## src/hdl/tcc_pkg.sv

```systemverilog
// ----------------------------------------------------------------------------
// tcc_pkg
// Shared types and constants for the text console cursor control block.
// ----------------------------------------------------------------------------
package tcc_pkg;

  // field widths of the cursor position and of a character byte
  localparam int ColW  = 7;
  localparam int RowW  = 5;
  localparam int CharW = 8;
  localparam int AttrW = 8;

  // default screen size
  localparam int DefColumns = 80;
  localparam int DefRows    = 25;

  // control codes
  localparam logic [CharW-1:0] CodeBackspace      = 8'd8;
  localparam logic [CharW-1:0] CodeLineFeed       = 8'd10;
  localparam logic [CharW-1:0] CodeCarriageReturn = 8'd13;
  localparam logic [CharW-1:0] GlyphSpace         = 8'd32;

  // attribute after reset
  localparam logic [AttrW-1:0] AttrReset = 8'h0F;

  // one result transaction
  typedef struct packed {
    logic             write_valid;
    logic [ColW-1:0]  write_column;
    logic [RowW-1:0]  write_row;
    logic [CharW-1:0] write_glyph;
    logic [AttrW-1:0] write_colour;
    logic             scroll_request;
    logic [ColW-1:0]  cursor_column;
    logic [RowW-1:0]  cursor_row;
  } result_t;

endpackage

```

## src/hdl/tcc_in_reg.sv

```systemverilog
// ----------------------------------------------------------------------------
// tcc_in_reg
// Input register for the character channel; holds one transaction until the
// cursor stage takes it.
// ----------------------------------------------------------------------------
module tcc_in_reg (
  input  logic                      clk_i,
  input  logic                      rst_ni,
  input  logic                      in_valid_i,
  output logic                      in_ready_o,
  input  logic [tcc_pkg::CharW-1:0] char_code_i,
  output logic                      valid_o,
  input  logic                      ready_i,
  output logic [tcc_pkg::CharW-1:0] char_code_o
);

  logic                      valid_q, valid_d;
  logic [tcc_pkg::CharW-1:0] code_q;
  logic                      load;

  // accept when empty or when the held transaction moves on
  assign in_ready_o = !valid_q || ready_i;
  assign load       = in_valid_i && in_ready_o;

  always_comb begin
    valid_d = valid_q;
    if (load) begin
      valid_d = 1'b1;
    end else if (ready_i) begin
      valid_d = 1'b0;
    end
  end

  // valid flag
  always_ff @(posedge clk_i or negedge rst_ni) begin
    if (!rst_ni) begin
      valid_q <= 1'b0;
    end else begin
      valid_q <= valid_d;
    end
  end

  // payload
  always_ff @(posedge clk_i) begin
    if (load) begin
      code_q <= char_code_i;
    end
  end

  assign valid_o     = valid_q;
  assign char_code_o = code_q;

endmodule

```

## src/hdl/tcc_cursor.sv

```systemverilog
// ----------------------------------------------------------------------------
// tcc_cursor
// Cursor position, attribute register and result register. Decodes one
// character per cycle while the result register can take it, and updates the cursor as the result is registered.
// ----------------------------------------------------------------------------
module tcc_cursor #(
  parameter int Columns = tcc_pkg::DefColumns,
  parameter int Rows    = tcc_pkg::DefRows
) (
  input  logic                      clk_i,
  input  logic                      rst_ni,
  input  logic                      cfg_we_i,
  input  logic [tcc_pkg::AttrW-1:0] cfg_wdata_i,
  input  logic                      valid_i,
  output logic                      ready_o,
  input  logic [tcc_pkg::CharW-1:0] char_code_i,
  output logic                      out_valid_o,
  input  logic                      out_ready_i,
  output tcc_pkg::result_t          result_o
);

  localparam logic [tcc_pkg::ColW-1:0] LastCol = tcc_pkg::ColW'(Columns - 1);
  localparam logic [tcc_pkg::RowW-1:0] LastRow = tcc_pkg::RowW'(Rows - 1);

  logic [tcc_pkg::ColW-1:0]  col_q, col_d;
  logic [tcc_pkg::RowW-1:0]  row_q, row_d;
  logic [tcc_pkg::AttrW-1:0] attr_q;
  logic                      out_valid_q, out_valid_d;
  tcc_pkg::result_t          res_q, res_d;
  logic                      advance;
  logic                      last_row;

  // the result register frees up when empty or taken
  assign ready_o = !out_valid_q || out_ready_i;
  assign advance = valid_i && ready_o;

  assign last_row = (row_q >= LastRow);

  // character decode and next cursor position
  always_comb begin
    col_d = col_q;
    row_d = row_q;
    res_d = '0;
    unique case (char_code_i)
      tcc_pkg::CodeBackspace: begin
        if (col_q == '0) begin
          if (row_q != '0) begin
            row_d = row_q - 1'b1;
          end
        end else begin
          col_d = col_q - 1'b1;
        end
        res_d.write_valid  = 1'b1;
        res_d.write_column = col_d;
        res_d.write_row    = row_d;
        res_d.write_glyph  = tcc_pkg::GlyphSpace;
        res_d.write_colour = attr_q;
      end
      tcc_pkg::CodeLineFeed: begin
        if (last_row) begin
          res_d.scroll_request = 1'b1;
        end else begin
          row_d = row_q + 1'b1;
        end
      end
      tcc_pkg::CodeCarriageReturn: begin
        col_d = '0;
      end
      default: begin
        res_d.write_valid  = 1'b1;
        res_d.write_column = col_q;
        res_d.write_row    = row_q;
        res_d.write_glyph  = char_code_i;
        res_d.write_colour = attr_q;
        if (col_q >= LastCol) begin
          col_d = '0;
          if (last_row) begin
            res_d.scroll_request = 1'b1;
          end else begin
            row_d = row_q + 1'b1;
          end
        end else begin
          col_d = col_q + 1'b1;
        end
      end
    endcase
    res_d.cursor_column = col_d;
    res_d.cursor_row    = row_d;
  end

  always_comb begin
    out_valid_d = out_valid_q;
    if (advance) begin
      out_valid_d = 1'b1;
    end else if (out_ready_i) begin
      out_valid_d = 1'b0;
    end
  end

  // cursor state, attribute and result valid
  always_ff @(posedge clk_i or negedge rst_ni) begin
    if (!rst_ni) begin
      col_q       <= '0;
      row_q       <= '0;
      attr_q      <= tcc_pkg::AttrReset;
      out_valid_q <= 1'b0;
    end else begin
      out_valid_q <= out_valid_d;
      if (cfg_we_i) begin
        attr_q <= cfg_wdata_i;
      end
      if (advance) begin
        col_q <= col_d;
        row_q <= row_d;
      end
    end
  end

  // result payload
  always_ff @(posedge clk_i) begin
    if (advance) begin
      res_q <= res_d;
    end
  end

  assign out_valid_o = out_valid_q;
  assign result_o    = res_q;

endmodule

```

## src/hdl/text_console_cursor_control_top.sv

```systemverilog
// ----------------------------------------------------------------------------
// text_console_cursor_control_top
// Cursor control for a text screen: one character in, at most one cell
// write and the cursor update out.
// ----------------------------------------------------------------------------
// Usage:
//   Input channel in_valid_i / in_ready_o carries one character byte per
//   transaction. Output channel out_valid_o / out_ready_i carries one result
//   per character: the cell written (if any), a scroll request and the
//   cursor position after the character.
//   The attribute register is written through cfg_we_i / cfg_wdata_i;
//   write it only while no transaction is in flight.
//   A character accepted at the input is held in the input register and
//   goes through the decode into the result register once that register
//   is free; a stalled receiver keeps it in the input register.
//   Throughput is one character per cycle while the receiver takes every
//   result.
//   Reset puts the cursor at column 0, row 0, sets the attribute to 0x0F
//   and empties both registers.
//   When the receiver stalls, the result register holds, the input register
//   fills, and in_ready_o then drops until the result is taken.
// ----------------------------------------------------------------------------
module text_console_cursor_control_top #(
  parameter int Columns = tcc_pkg::DefColumns,
  parameter int Rows    = tcc_pkg::DefRows
) (
  input  logic                      clk_i,
  input  logic                      rst_ni,
  input  logic                      cfg_we_i,
  input  logic [tcc_pkg::AttrW-1:0] cfg_wdata_i,
  input  logic                      in_valid_i,
  output logic                      in_ready_o,
  input  logic [tcc_pkg::CharW-1:0] char_code_i,
  output logic                      out_valid_o,
  input  logic                      out_ready_i,
  output logic                      write_valid_o,
  output logic [tcc_pkg::ColW-1:0]  write_column_o,
  output logic [tcc_pkg::RowW-1:0]  write_row_o,
  output logic [tcc_pkg::CharW-1:0] write_glyph_o,
  output logic [tcc_pkg::AttrW-1:0] write_colour_o,
  output logic                      scroll_request_o,
  output logic [tcc_pkg::ColW-1:0]  cursor_column_o,
  output logic [tcc_pkg::RowW-1:0]  cursor_row_o
);

  logic                      stg_valid;
  logic                      stg_ready;
  logic [tcc_pkg::CharW-1:0] stg_code;
  tcc_pkg::result_t          result;

  // input register
  tcc_in_reg u_in_reg (
    .clk_i       (clk_i),
    .rst_ni      (rst_ni),
    .in_valid_i  (in_valid_i),
    .in_ready_o  (in_ready_o),
    .char_code_i (char_code_i),
    .valid_o     (stg_valid),
    .ready_i     (stg_ready),
    .char_code_o (stg_code)
  );

  // decode, cursor state and result register
  tcc_cursor #(
    .Columns (Columns),
    .Rows    (Rows)
  ) u_cursor (
    .clk_i       (clk_i),
    .rst_ni      (rst_ni),
    .cfg_we_i    (cfg_we_i),
    .cfg_wdata_i (cfg_wdata_i),
    .valid_i     (stg_valid),
    .ready_o     (stg_ready),
    .char_code_i (stg_code),
    .out_valid_o (out_valid_o),
    .out_ready_i (out_ready_i),
    .result_o    (result)
  );

  // result fields
  assign write_valid_o    = result.write_valid;
  assign write_column_o   = result.write_column;
  assign write_row_o      = result.write_row;
  assign write_glyph_o    = result.write_glyph;
  assign write_colour_o   = result.write_colour;
  assign scroll_request_o = result.scroll_request;
  assign cursor_column_o  = result.cursor_column;
  assign cursor_row_o     = result.cursor_row;

  // a scroll leaves the cursor on the last row
  assert property (@(posedge clk_i) disable iff (!rst_ni)
    out_valid_o && scroll_request_o |-> cursor_row_o == tcc_pkg::RowW'(Rows - 1))
    else $error("scroll request with cursor off the last row");

  // cursor stays on the screen
  assert property (@(posedge clk_i) disable iff (!rst_ni)
    out_valid_o |-> (cursor_column_o < tcc_pkg::ColW'(Columns - 1)
                     || cursor_column_o == tcc_pkg::ColW'(Columns - 1))
                    && (cursor_row_o < tcc_pkg::RowW'(Rows - 1)
                     || cursor_row_o == tcc_pkg::RowW'(Rows - 1)))
    else $error("cursor outside the screen");

  // a result with no cell write carries zero write fields
  assert property (@(posedge clk_i) disable iff (!rst_ni)
    out_valid_o && !write_valid_o |-> write_column_o == '0 && write_row_o == '0
                                      && write_glyph_o == '0 && write_colour_o == '0)
    else $error("write fields set without a cell write");

endmodule

```

## config.mk

```make
export PLATFORM = sky130hd
export DESIGN_NAME = text_console_cursor_control_top
export DESIGN_NICKNAME = d
export VERILOG_FILES = /design/src/hdl/tcc_pkg.sv /design/src/hdl/tcc_in_reg.sv /design/src/hdl/tcc_cursor.sv /design/src/hdl/text_console_cursor_control_top.sv
export SDC_FILE = /design/constraint.sdc
export NUM_CORES = 1
export LEC_CHECK = 0
export BUFFER_PORTS_ARGS = -buffer_cell sky130_fd_sc_hd__clkbuf_2
export CORE_UTILIZATION = 25
export DETAILED_ROUTE_END_ITERATION = 16
export GPL_TIMING_DRIVEN = 0
export PLACE_DENSITY = 0.47
export SLEW_MARGIN = 25
export SYNTH_ARGS = -nofsm -noshare
export SYNTH_HDL_FRONTEND = slang
export SYNTH_SLANG_ARGS = --single-unit
```

## constraint.sdc

```tcl
create_clock -name clk_i -period 3 [get_ports clk_i]
set_input_delay 0.3 -clock clk_i [delete_from_list [all_inputs] [get_ports clk_i]]
set_output_delay 0.3 -clock clk_i [all_outputs]
set_load 0.01 [all_outputs]
```

Word-level counts from Yosys, hierarchy flattened
Index checks and enable logic that the tools add are counted.
{ "word_totals": {"out_inout_bits": 44, "reg_bits": 72, "inputBits": 21} }
{ "op_classes": {"order_cmp": 2, "addsub": 4, "eq_ne": 3, "n_mux": 16, "reduce_logical": 12} }
{ "ops": {"columns": ["cell", "n"], "rows": [
  ["29-bit case mux with 2 select lines", 1],
  ["8-bit by 4-bit == test with 1-bit output, second input constant", 3],
  ["7-bit case mux with 3 select lines", 1],
  ["5-bit 2-to-1 mux", 4],
  ["5-bit case mux with 3 select lines", 1],
  ["7-bit 2-to-1 mux", 2],
  ["7-bit by 1-bit adder with 7-bit output, second input constant", 1],
  ["7-bit >= comparator, second input constant", 1],
  ["7-bit zero test", 1],
  ["7-bit by 1-bit subtractor with 7-bit output, second input constant", 1],
  ["1-bit 2-to-1 mux", 6],
  ["5-bit by 1-bit adder with 5-bit output, second input constant", 1],
  ["5-bit >= comparator, second input constant", 1],
  ["5-bit nonzero test", 1],
  ["5-bit by 1-bit subtractor with 5-bit output, second input constant", 1],
  ["2-bit nonzero test", 2],
  ["2-bit OR reduction", 2],
  ["1-bit logical AND", 2],
  ["1-bit zero test", 2],
  ["1-bit logical OR", 2],
  ["1-bit case mux with 2 select lines", 1]
]} }

Depth between registers and ports, before layout
Gate-level depths: netlist (run 1).
{ "logic_depth": {"word_depth": 5, "depth_mapped": 9, "mapped_depth_nobuf": 7} }

Modules after synthesis
From an unflattened synthesis (run 1), not the netlist that was laid out.
{ "hier_totals": {"cells_unflattened": 312, "hier_area_um2": 3613.5} }
{ "modules_own_cells": {"columns": ["mod", "area_each_um2", "cells_each", "seq_area_each_um2", "instances"], "rows": [
  ["tcc_cursor", 3319.4, 300, 1791.7, 1],
  ["tcc_in_reg", 294.0, 12, 265.3, 1]
]} }

Worst setup path before layout (run 1)
Ideal clock, no wire load.
{ "synth_timing": {"path_type": "register to register", "start": "reg u_cursor.out_valid_q, in the netlist u_cursor.out_valid_o", "end": "reg u_cursor.row_q[1] in the netlist's numbering", "path_slack_ns": 0.307, "period_less_slack_ns": 2.693, "path_stages_with_launch": 7, "setup_ns": 0.124, "required_ns": 2.876, "arrival_ns": 2.569, "cell_sequence": "dfrtp_1 -> nand2b_1 -> nand2_1 -> inv_1 -> clkbuf_1 -> nand3_1 -> a22o_1"} }
{ "synth_via": {"elab_chain_cells": 3} }
{ "synth_rtl": {"columns": ["item", "line", "text"], "rows": [
  ["from (decl)", "tcc_cursor.sv:28", "logic out_valid_q, out_valid_d;"],
  ["from (signal assigned)", "tcc_cursor.sv:108", "out_valid_q <= out_valid_d;"],
  ["1-bit zero test", "tcc_cursor.sv:34", "assign ready_o = !out_valid_q || out_ready_i;"],
  ["1-bit logical OR", "tcc_cursor.sv:34", null],
  ["1-bit logical AND", "tcc_cursor.sv:35", "assign advance = valid_i && ready_o;"],
  ["net u_cursor.advance", "tcc_cursor.sv:30", "logic advance;"],
  ["to (signal assigned)", "tcc_cursor.sv:114", "row_q <= row_d;"],
  ["to (decl)", "tcc_cursor.sv:26", "logic [tcc_pkg::RowW-1:0] row_q, row_d;"]
]} }
The timed path passes the listed nets, and every way through them passes these cells.
A chain may end at the register's enable or synchronous reset.

==> impl_metrics.ini, run 1 <==
[run_status]
status = complete, no violations

[power_and_ir_drop]
leakage_nw = 1.76
swShare = 0.339
power.total_mw = 3.59
pwr-share-clk = 0.299
p_sw_mw = 1.22
p_int_mw = 2.37
ir_drop_mv = 0.229
power_density_mw_per_mm2 = 782
comb_power_share = 0.311
sequentialPowerShare = 0.390

[floorplanning]
ios = 65
die_w_um = 123
dieArea_mm2 = 0.0152
core_area_mm2 = 0.0145
initial_utilization = 0.255
die_h_um = 123
num_rows = 44

[critical_path]
crit_end = u_cursor.result_o[3]
cp_num_cells = 9
arrival_ns = 2.77
cp_max_fo = 10
startpoint = u_cursor.col_q[0]
path_buf_inv = 3
critical_path_class = reg -> reg
critical_path.max_stage_delay_ns = 0.41
startpoint_type = flop
r2r_slack_ns = 0.30
slowest_stage = dfrtp_1
reg2reg_from = u_cursor.col_q[0]
critical_path.top_delay_family = simple AND/OR/NAND/NOR gates
cp_cell_sequence = clkbuf_1, inv_1, ha_1, nor4b_4, and2_1, buf_2, o22ai_1, o31ai_1, nand3_1
r2r_cells = 9
timing.rr.end = u_cursor.result_o[3]
cp.required_ns = 3.07
endpoint_kind = flop

[drt]
drtIter0Drc = 202
remaining_drc_errors = 0
drt.antenna.violating_nets = 0
first_pass_iters = 5
routed_wl_mm = 9.18
wl_per_cell_um = 15.2
num_vias = 2957
via_per_inst = 4.90

[cells_and_area]
multi_input_area_mm2 = 0.00149
seqCellArea_mm2 = 0.00206
layout-drive-gt1-share = 0.263
stdcell_area_mm2 = 0.00459
n_antenna_cell = 0
nNetsFinal = 441
area_growth_pct = 24.3
fill_cells = 1492

[run]
max-cap-violations = 0

[sta]
clock_skew_ns = 0.00801
whs_ns = 0.136
hold_violations = 0
rsz0062_at_grt = false
fmax_mhz = 370
setup_ws_ns = 0.297
finalCritPeriodShare = 0.901
final-setup-viol-count = 0
drv_slew = 0
relSlewSlack = 0.539
tightest_slew_ns = 0.686
min_period_ns = 2.70

[clock_network]
clock_path_buffers = 2
root_buffer = clkbuf_16
clock_latency_ns = 0.34
cts_resized = 0
cts.sinks = 72
path_clk_slew_ns = 0.06
htreeDepth = 3
cts_tree = yes
cts_buffers = 9

[grt]
grt_pass1_vias = 2900
grt_use_total = 0.129
grt_pass1_wl_mm = 14.6
grt_start_max_net_pins = 34
grt_overflow = 0
antenna_found_initial = 0

[synthesis]
syn_avg_cell_area_um2 = 11.0
synth-async-reset-ratio = 0.306
synthFlopType = edfxtp_1
ys_ff_latch = 72
postSynthCellCount = 335
yosysWarnings = 0
yosysSeqAreaShare = 0.558
synth_edf_count = 50
synth_area_mm2 = 0.00369
ys_types = 55
syn-num-nets = 362

[worst_hold_path]
worstHoldStart = char_code_i[1]
min_path_type = in -> reg

[place]
place_hpwl_mm = 6.48
place_area_mm2 = 0.00426
io_buffers = 63
post-place-ws_ns = 0.121
gp_congestion = 0.838
-- sequential cells by signal (all words and copies together), names as in the netlist --
register / count
u_cursor.result_o: 42
u_cursor.attr_q: 8
u_in_reg.char_code_o: 8
u_cursor.col_q: 7
u_cursor.row_q: 5
u_cursor.out_valid_o: 1
u_in_reg.valid_o: 1
-- cells in the mapped netlist, types with 3 or more instances --
cell | number | area [um^2]
a211o_1 | 6 | 52.6
a21o_1 | 7 | 52.6
a21oi_1 | 15 | 75.1
a31oi_1 | 5 | 31.3
and2_1 | 14 | 87.6
and3_1 | 3 | 18.8
buf_2 | 4 | 20.0
clkbuf_1 | 17 | 63.8
dfrtp_1 | 18 | 450
dfstp_2 | 4 | 105
edfxtp_1 | 50 | 1500
ha_1 | 6 | 75.1
inv_1 | 12 | 45.0
mux2_2 | 8 | 90.1
nand2_1 | 26 | 97.6
nand2b_1 | 7 | 43.8
nand3_1 | 15 | 75.1
nor2_1 | 19 | 71.3
nor3_1 | 11 | 55.1
nor3b_1 | 3 | 22.5
o21ai_0 | 28 | 140
o22ai_1 | 7 | 43.8
o31ai_1 | 5 | 37.5
or4_1 | 3 | 22.5
xnor2_1 | 5 | 43.8
-- layout make-up --
cell class / instances / share of cell area
plain buffers: 22 / 0.0216
clock buffers: 9 / 0.0491
clock inverters: 7 / 0.0153
inverters: 12 / 0.00982
multi-input cells: 229 / 0.325
flip-flops and latches: 72 / 0.449
well taps: 184 / 0.0502
repair buffers: 68 / 0.0802
-- worst register-to-register path: stages, from the launching register on --
cell and delay (ns):
dfrtp_1 0.41, clkbuf_1 0.24, inv_1 0.14, ha_1 0.19
nor4b_4 0.38, and2_1 0.18, buf_2 0.25, o22ai_1 0.19
o31ai_1 0.33, nand3_1 0.12
-- repair_timing --
action | CTS | global route
hold buffers | 1 | 0
setup endpoints to repair | 0 | 2
endpoints found under the hold margin | 3 | 0
buffers inserted | 0 | 3
-- routing by layer --
layer / global-route usage / vias to the layer above / share of wire
met2: 0.199 / 111 / 0.46
met5: 0 / - / 0
met1: 0.166 / 1413 / 0.47
li1: - / 1413 / -
met4: 0.0663 / 0 / 0.021
met3: 0.0318 / 20 / 0.056
-- power by group through the flow --
stage / logic (mW) / clock network [mW] / registers [mW]
floorplan: 0.707 / 0 / 1.45
finish: 1.11 / 1.07 / 1.40
CTS: 1.09 / 1.11 / 1.40
detailed placement: 1.08 / 0 / 1.42
global route: 1.25 / 1.15 / 1.42
global placement: 1.06 / 0 / 1.42
-- worst min-delay path by stage --
stage | endpoint | slack [ns] | depth (start not counted)
finish | u_in_reg.char_code_o[1] | 0.14 | 1
global route | u_in_reg.char_code_o[7] | 0.12 | 1
CTS | u_in_reg.char_code_o[2] | 0.12 | 1
detailed placement | u_cursor.out_valid_o | 0.36 | 1
global placement | u_cursor.row_q[0] | 0.37 | 1
floorplan | u_cursor.attr_q[4] | 0.004 | 0
-- per-stage QoR --
step / instances / setup TNS [ns] / utilization
floorplan: 335 / 0 / -
global placement: 582 / -17.82 / 0.292
detailed placement: 583 / 0 / 0.294
CTS: 600 / 0 / 0.315
global route: 603 / 0 / 0.317
finish: 603 / 0 / 0.317
-- placed cells by master, fill, tap and decap left out, drive strengths merged, types with 2 or more instances in the layout --
| cell | Yosys | final |
|---|---|---|
| xnor2 | 5 | 5 |
| ha | 6 | 6 |
| or4b | 3 | 3 |
| mux2 | 8 | 8 |
| nand2b | 7 | 7 |
| a21oi | 15 | 15 |
| nor4 | 3 | 3 |
| nor2 | 19 | 19 |
| clkinv | 0 | 5 |
| nor4b | 2 | 2 |
| a41oi | 2 | 2 |
| inv | 12 | 13 |
| and3 | 3 | 3 |
| a21o | 7 | 7 |
| nand2 | 26 | 26 |
| a211o | 6 | 6 |
| or4 | 4 | 4 |
| nand3b | 2 | 2 |
| nand3 | 16 | 16 |
| a22o | 2 | 2 |
| nor3b | 3 | 3 |
| o21ai | 29 | 29 |
| a31oi | 5 | 5 |
| dfrtp | 18 | 18 |
| o22ai | 7 | 7 |
| o31ai | 5 | 5 |
| edfxtp | 50 | 50 |
| buf | 5 | 9 |
| nor3 | 11 | 11 |
| clkbuf | 17 | 89 |
| or2 | 2 | 2 |
| a22oi | 2 | 2 |
| and2 | 14 | 14 |
| xor2 | 2 | 2 |
| dfstp | 4 | 4 |
-- kinds of logic after synthesis --
| group | Yosys count | synth area share |
|---|---|---|
| flops | 72 | 0.558 |
| compound gates | 91 | 0.164 |
| mux | 8 | 0.0244 |
| simple gates | 117 | 0.179 |
| buf+inv | 34 | 0.0380 |
| fa+ha+maj | 6 | 0.0204 |
| xor+xnor | 7 | 0.0166 |
Note: power is estimated with default switching activity, not from simulation.
==> run 2, diff against run 1 <==
--- a/config.mk
+++ b/config.mk
@@ -9,7 +9,6 @@
 export CORE_UTILIZATION = 25
 export DETAILED_ROUTE_END_ITERATION = 16
 export GPL_TIMING_DRIVEN = 0
-export PLACE_DENSITY = 0.47
 export SLEW_MARGIN = 25
 export SYNTH_ARGS = -nofsm -noshare
 export SYNTH_HDL_FRONTEND = slang
==> impl_metrics.ini, run 2 (synthesized netlist as in run 1, its figures left out) <==
[power_and_ir_drop]
power.total_mw = 3.48
ir_drop_mv = 0.265
power_density_mw_per_mm2 = 768
leakage_nw = 1.73

[grt]
grt_pass1_vias = 2820
grt_use_total = 0.129
antenna_found_initial = 0
grt_overflow = 0
grt_pass1_wl_mm = 14.5
grt_start_max_net_pins = 52

[cells_and_area]
nNetsFinal = 439
fill_cells = 1509
area_growth_pct = 23.0
largest_reg_flops = 42
layout-drive-gt1-share = 0.259
n_antenna_cell = 0
finalNonFillerCells = 601
layout_common_cells = clkbuf_2 (63), edfxtp_1 (50), o21ai_0 (28), nand2_1 (26), nor2_1 (19)
layout_commonest_cell = clkbuf_2

[drt]
first_pass_iters = 5
remaining_drc_errors = 0
via_per_inst = 4.84
drt.antenna.violating_nets = 0
drtIter0Drc = 284
num_vias = 2909
routed_wl_mm = 9.02
wl_per_cell_um = 15.0

[run_status]
status = complete, no violations

[clock_network]
cts_resized = 0
root_buffer = clkbuf_16
clock_latency_ns = 0.35
htreeDepth = 3
cts.sinks = 72
clock_path_buffers = 2
cts_tree = yes
path_clk_slew_ns = 0.06
cts_buffers = 9

[floorplanning]
num_rows = 44
core_area_mm2 = 0.0145
initial_utilization = 0.255
dieArea_mm2 = 0.0152
die_w_um = 123
ios = 65
die_h_um = 123

[worst_hold_path]
worstHoldStart = char_code_i[2]
hold_path_end = u_in_reg.char_code_o[2]
whs_path_depth = 1
min_path_type = in -> reg

[place]
gp_congestion = 0.863
io_buffers = 63
dp_cells = 582
place_hpwl_mm = 6.51

[sta]
clock_skew_ns = 0.0127
final-setup-viol-count = 0
tightest_slew_ns = 0.703
rsz0062_at_grt = false
hold_violations = 0
whs_ns = 0.131
relSlewSlack = 0.531
min_period_ns = 2.65
finalCritPeriodShare = 0.885
drv_slew = 0
fmax_mhz = 377

[critical_path]
reg2reg_from = u_cursor.col_q[0]
startpoint_type = flop
cp.required_ns = 3.21
arrival_ns = 2.87
r2r_slack_ns = 0.35
critical_path_class = reg -> reg
endpoint_kind = flop
timing.rr.end = u_cursor.row_q[2]
cp_max_fo = 10
r2r_cells = 9

[run]
max-cap-violations = 0
## run 2: cell types whose count changed in the layout (fill, tap and decap cells not counted), sizes merged
cell / change
inv: -1
clkbuf: +1
bufinv: -1
buf: -2
clkinvlp: +1
## run 2: cell type report
class	instances	area (um^2)	area share
inverters	12	45.0	0.00993
well taps	184	230	0.0507
flip-flops and latches	72	2060	0.453
plain buffers	22	98.8	0.0218
clock inverters	6	35.0	0.00772
clock buffers	10	239	0.0527
repair buffers	66	340	0.0750
multi-input cells	229	1490	0.329
## run 2: how the worst max path moves through the flow
stage | startpoint | end | cells after the start
after floorplan | u_cursor.out_valid_o | u_cursor.row_q[1] | 6
after global placement | out_ready_i | u_cursor.row_q[1] | 7
after detailed placement | u_cursor.col_q[0] | u_cursor.result_o[3] | 9
after CTS | u_cursor.col_q[0] | u_cursor.result_o[3] | 9
after global routing | u_cursor.col_q[0] | u_cursor.result_o[3] | 9
final | u_cursor.col_q[0] | u_cursor.row_q[2] | 9
## run 2: power breakdown
part           total [mW]  switching [mW]  leakage (nW)  internal, mW
registers            1.40          0.0993         0.731          1.30
logic                1.10           0.685         0.868         0.416
clock network       0.981           0.406         0.136         0.575
total                3.48            1.19          1.73          2.29
## run 2: worst max-delay path: stages, from the launching register on
cell	delay (ns)
dfrtp_1	0.38
clkbuf_1	0.37
inv_1	0.14
ha_1	0.26
nor4b_4	0.16
and2_1	0.16
buf_2	0.19
a31oi_1	0.33
nor2_1	0.11
o41a_1	0.42
## run 2: layer usage
| metal | wire length [um] | track usage | vias to the layer above |
|---|---|---|---|
| met5 | 0 | 0 | - |
| met4 | 193 | 0.0587 | 0 |
| met3 | 589 | 0.0424 | 15 |
| met2 | 4280 | 0.200 | 92 |
| met1 | 3960 | 0.163 | 1401 |
| li1 | - | - | 1401 |
## run 2: through the flow
step,utilization,instance area [um^2],setup TNS (ns),setup slack (ns)
2_1_floorplan,-,3690,0,0.307
3_3_place_gp,0.292,4230,-10.07,-0.507
3_5_place_dp,0.293,4240,0,0.218
4_1_cts,0.312,4520,0,0.190
5_1_grt,0.313,4540,0,0.167
6_report,0.313,4540,0,0.346
## run 2: what timing repair did
| action | CTS | global route |
|---|---|---|
| setup buffers | 0 | 2 |
| endpoints found under the hold margin | 12 | 0 |
| setup endpoints to repair | 0 | 1 |
| hold buffers | 1 | 0 |
==> run 3, diff against run 2 <==
--- a/config.mk
+++ b/config.mk
@@ -12,4 +12,5 @@
 export SLEW_MARGIN = 25
 export SYNTH_ARGS = -nofsm -noshare
 export SYNTH_HDL_FRONTEND = slang
+export SYNTH_HIERARCHICAL = 1
 export SYNTH_SLANG_ARGS = --single-unit
==> impl_metrics.ini, run 3 <==
[run]
max-cap-violations = 0

[floorplanning]
die_w_um = 122
initial_utilization = 0.258
num_rows = 43
die_h_um = 122
ios = 65
core_area_mm2 = 0.0140
dieArea_mm2 = 0.0149

[synthesis]
ys_ff_latch = 72
synth_xor_area_frac = 0.00485
synth_fa_ha_area_frac = 0.0173
syn_avg_cell_area_um2 = 11.6
synth_area_leaders = edfxtp_1 (42%), dfrtp_1 (12%), mux2_2 (3.1%)
synth.most_common_cell = edfxtp_1
synth-async-reset-ratio = 0.306
muxShareOfSynthArea = 0.0450
synth_area_mm2 = 0.00361
synth_edf_count = 50
synth_top_family_by_area = simple AND/OR/NAND/NOR gates
synth_compound_area_frac = 0.142
yosys.area_share.simple = 0.185
netlist.area_leader.share = 0.416
synthTopCellsByCount = edfxtp_1 (50), nand2_1 (22), dfrtp_1 (18), o21ai_0 (18), nor2_1 (17)
syn-num-nets = 338
postSynthCellCount = 312
yosysSeqAreaShare = 0.569
synthFlopType = edfxtp_1
yosys.area.top_type = edfxtp_1
ys_types = 64
yosysWarnings = 6

[cells_and_area]
largest_reg_flops = 42
area_growth_pct = 25.9
stdcell_area_mm2 = 0.00455
layout-drive-gt1-share = 0.293
layout_common_cells = clkbuf_2 (63), edfxtp_1 (50), nand2_1 (22), o21ai_0 (18), dfrtp_1 (18)
nNetsFinal = 413
postLayoutCoreUtil = 0.325
layout_commonest_cell = clkbuf_2
n_antenna_cell = 0

[critical_path]
cp_cell_sequence = inv_1, ha_1, or3b_1, buf_6, nor4_1, mux2i_1, nor2_1, or3_1
critical_path_class = reg -> reg
cp.required_ns = 3.07
critical_path.top_delay_family = simple AND/OR/NAND/NOR gates
endpoint_kind = flop
slowest_stage = dfrtp_1
startpoint_type = flop
path_buf_inv = 2
arrival_ns = 2.71
critical_path.max_stage_delay_ns = 0.46
cp_max_fo = 9

[drt]
drtIter0Drc = 175
remaining_drc_errors = 0
num_vias = 2794
drt.antenna.violating_nets = 0
via_per_inst = 4.88
wl_per_cell_um = 15.3
first_pass_iters = 4
routed_wl_mm = 8.73

[clock_network]
clock_latency_ns = 0.34
cts_resized = 0
root_buffer = clkbuf_16
holdBufCountCts = 1
cts_tree = yes
postCtsSetupRepairBufs = 0
htreeDepth = 3
cts_buffers = 9
clock_path_buffers = 2
cts.sinks = 72
path_clk_slew_ns = 0.06

[power_and_ir_drop]
leakage_nw = 1.85
ir_drop_mv = 0.276
power_density_mw_per_mm2 = 751

[place]
io_buffers = 63
place_area_mm2 = 0.00416
post-place-ws_ns = 0.422
place_hpwl_mm = 6.03
gp_congestion = 0.864

[sta]
min_period_ns = 2.64
hold_violations = 0
finalCritPeriodShare = 0.881
clock_skew_ns = 0.00676
setup_ws_ns = 0.358
setup-tns-final_ns = 0
final-setup-viol-count = 0
tightest_slew_ns = 0.700
rsz0062_at_grt = false
drv_slew = 0
relSlewSlack = 0.533
fmax_mhz = 378
whs_ns = 0.135

[grt]
grt_use_met2 = 0.198
met1_usage = 0.149
busiest_layer = met2
grt_start_max_net_pins = 52
grt_overflow = 0
antenna_found_initial = 0
grt_pass1_wl_mm = 13.8
met3_usage = 0.0325
grt_pass1_vias = 2754
grt_use_total = 0.122

[run_status]
status = complete, no violations

[worst_hold_path]
min_path_type = in -> reg
==> run 3: power by group <==
group | total, mW | leakage, nW | internal (mW) | switching [mW]
sequential | 1.33 | 0.744 | 1.24 | 0.0904
combinational | 0.717 | 0.923 | 0.297 | 0.420
clock | 1.37 | 0.185 | 0.974 | 0.395
total | 3.42 | 1.85 | 2.51 | 0.905
==> run 3: cell families after synthesis <==
family          count (synthesis)
simple gates                  115
buf+inv                        29
mux                            15
xor+xnor                        2
flops                          72
fa+ha+maj                       5
compound gates                 74
==> run 3: worst register-to-register path, stage by stage, from the launching register on <==
cell and delay (ns):
dfrtp_1 0.46, inv_1 0.12, ha_1 0.23, or3b_1 0.39
buf_6 0.15, nor4_1 0.33, mux2i_1 0.23, nor2_1 0.09
or3_1 0.39
==> run 3: per-layer routing <==
| layer | vias up | part of all wire |
|---|---|---|
| li1 | 1323 | - |
| met1 | 1391 | 0.45 |
| met2 | 69 | 0.50 |
| met3 | 11 | 0.043 |
| met4 | 0 | 0.015 |
| met5 | - | 0 |
==> run 3: cell type report <==
class | instances | area [um^2]
Buffer | 20 | 103
Clock buffer | 9 | 225
Clock inverter | 7 | 158
Fill cell | 1443 | 9440
Inverter | 9 | 33.8
Multi-Input combinational cell | 211 | 1420
Sequential cell | 72 | 2060
Tap cell | 180 | 225
Timing Repair Buffer | 64 | 325
==> run 3: final timing paths <==
kind,start,slack [ns],to,cells after the start
max reg2reg,u_cursor/col_q[0],0.36,u_cursor/result_o[4],8
max,u_cursor/col_q[0],0.36,u_cursor/result_o[4],8
min,char_code_i[0],0.14,u_in_reg/char_code_o[0],1
min reg2reg,u_cursor/attr_q[4],0.50,u_cursor/attr_q[4],1
min in group asynchronous,rst_ni,0.52,u_cursor/attr_q[7],2
max in group asynchronous,rst_ni,2.06,u_cursor/row_q[0],2
==> run 3: per-stage QoR <==
step,std cells,power [mW]
5_1_grt,572,3.59
6_report,572,3.42
4_1_cts,572,3.45
3_5_place_dp,555,2.06
2_1_floorplan,312,1.84
3_3_place_gp,555,2.05
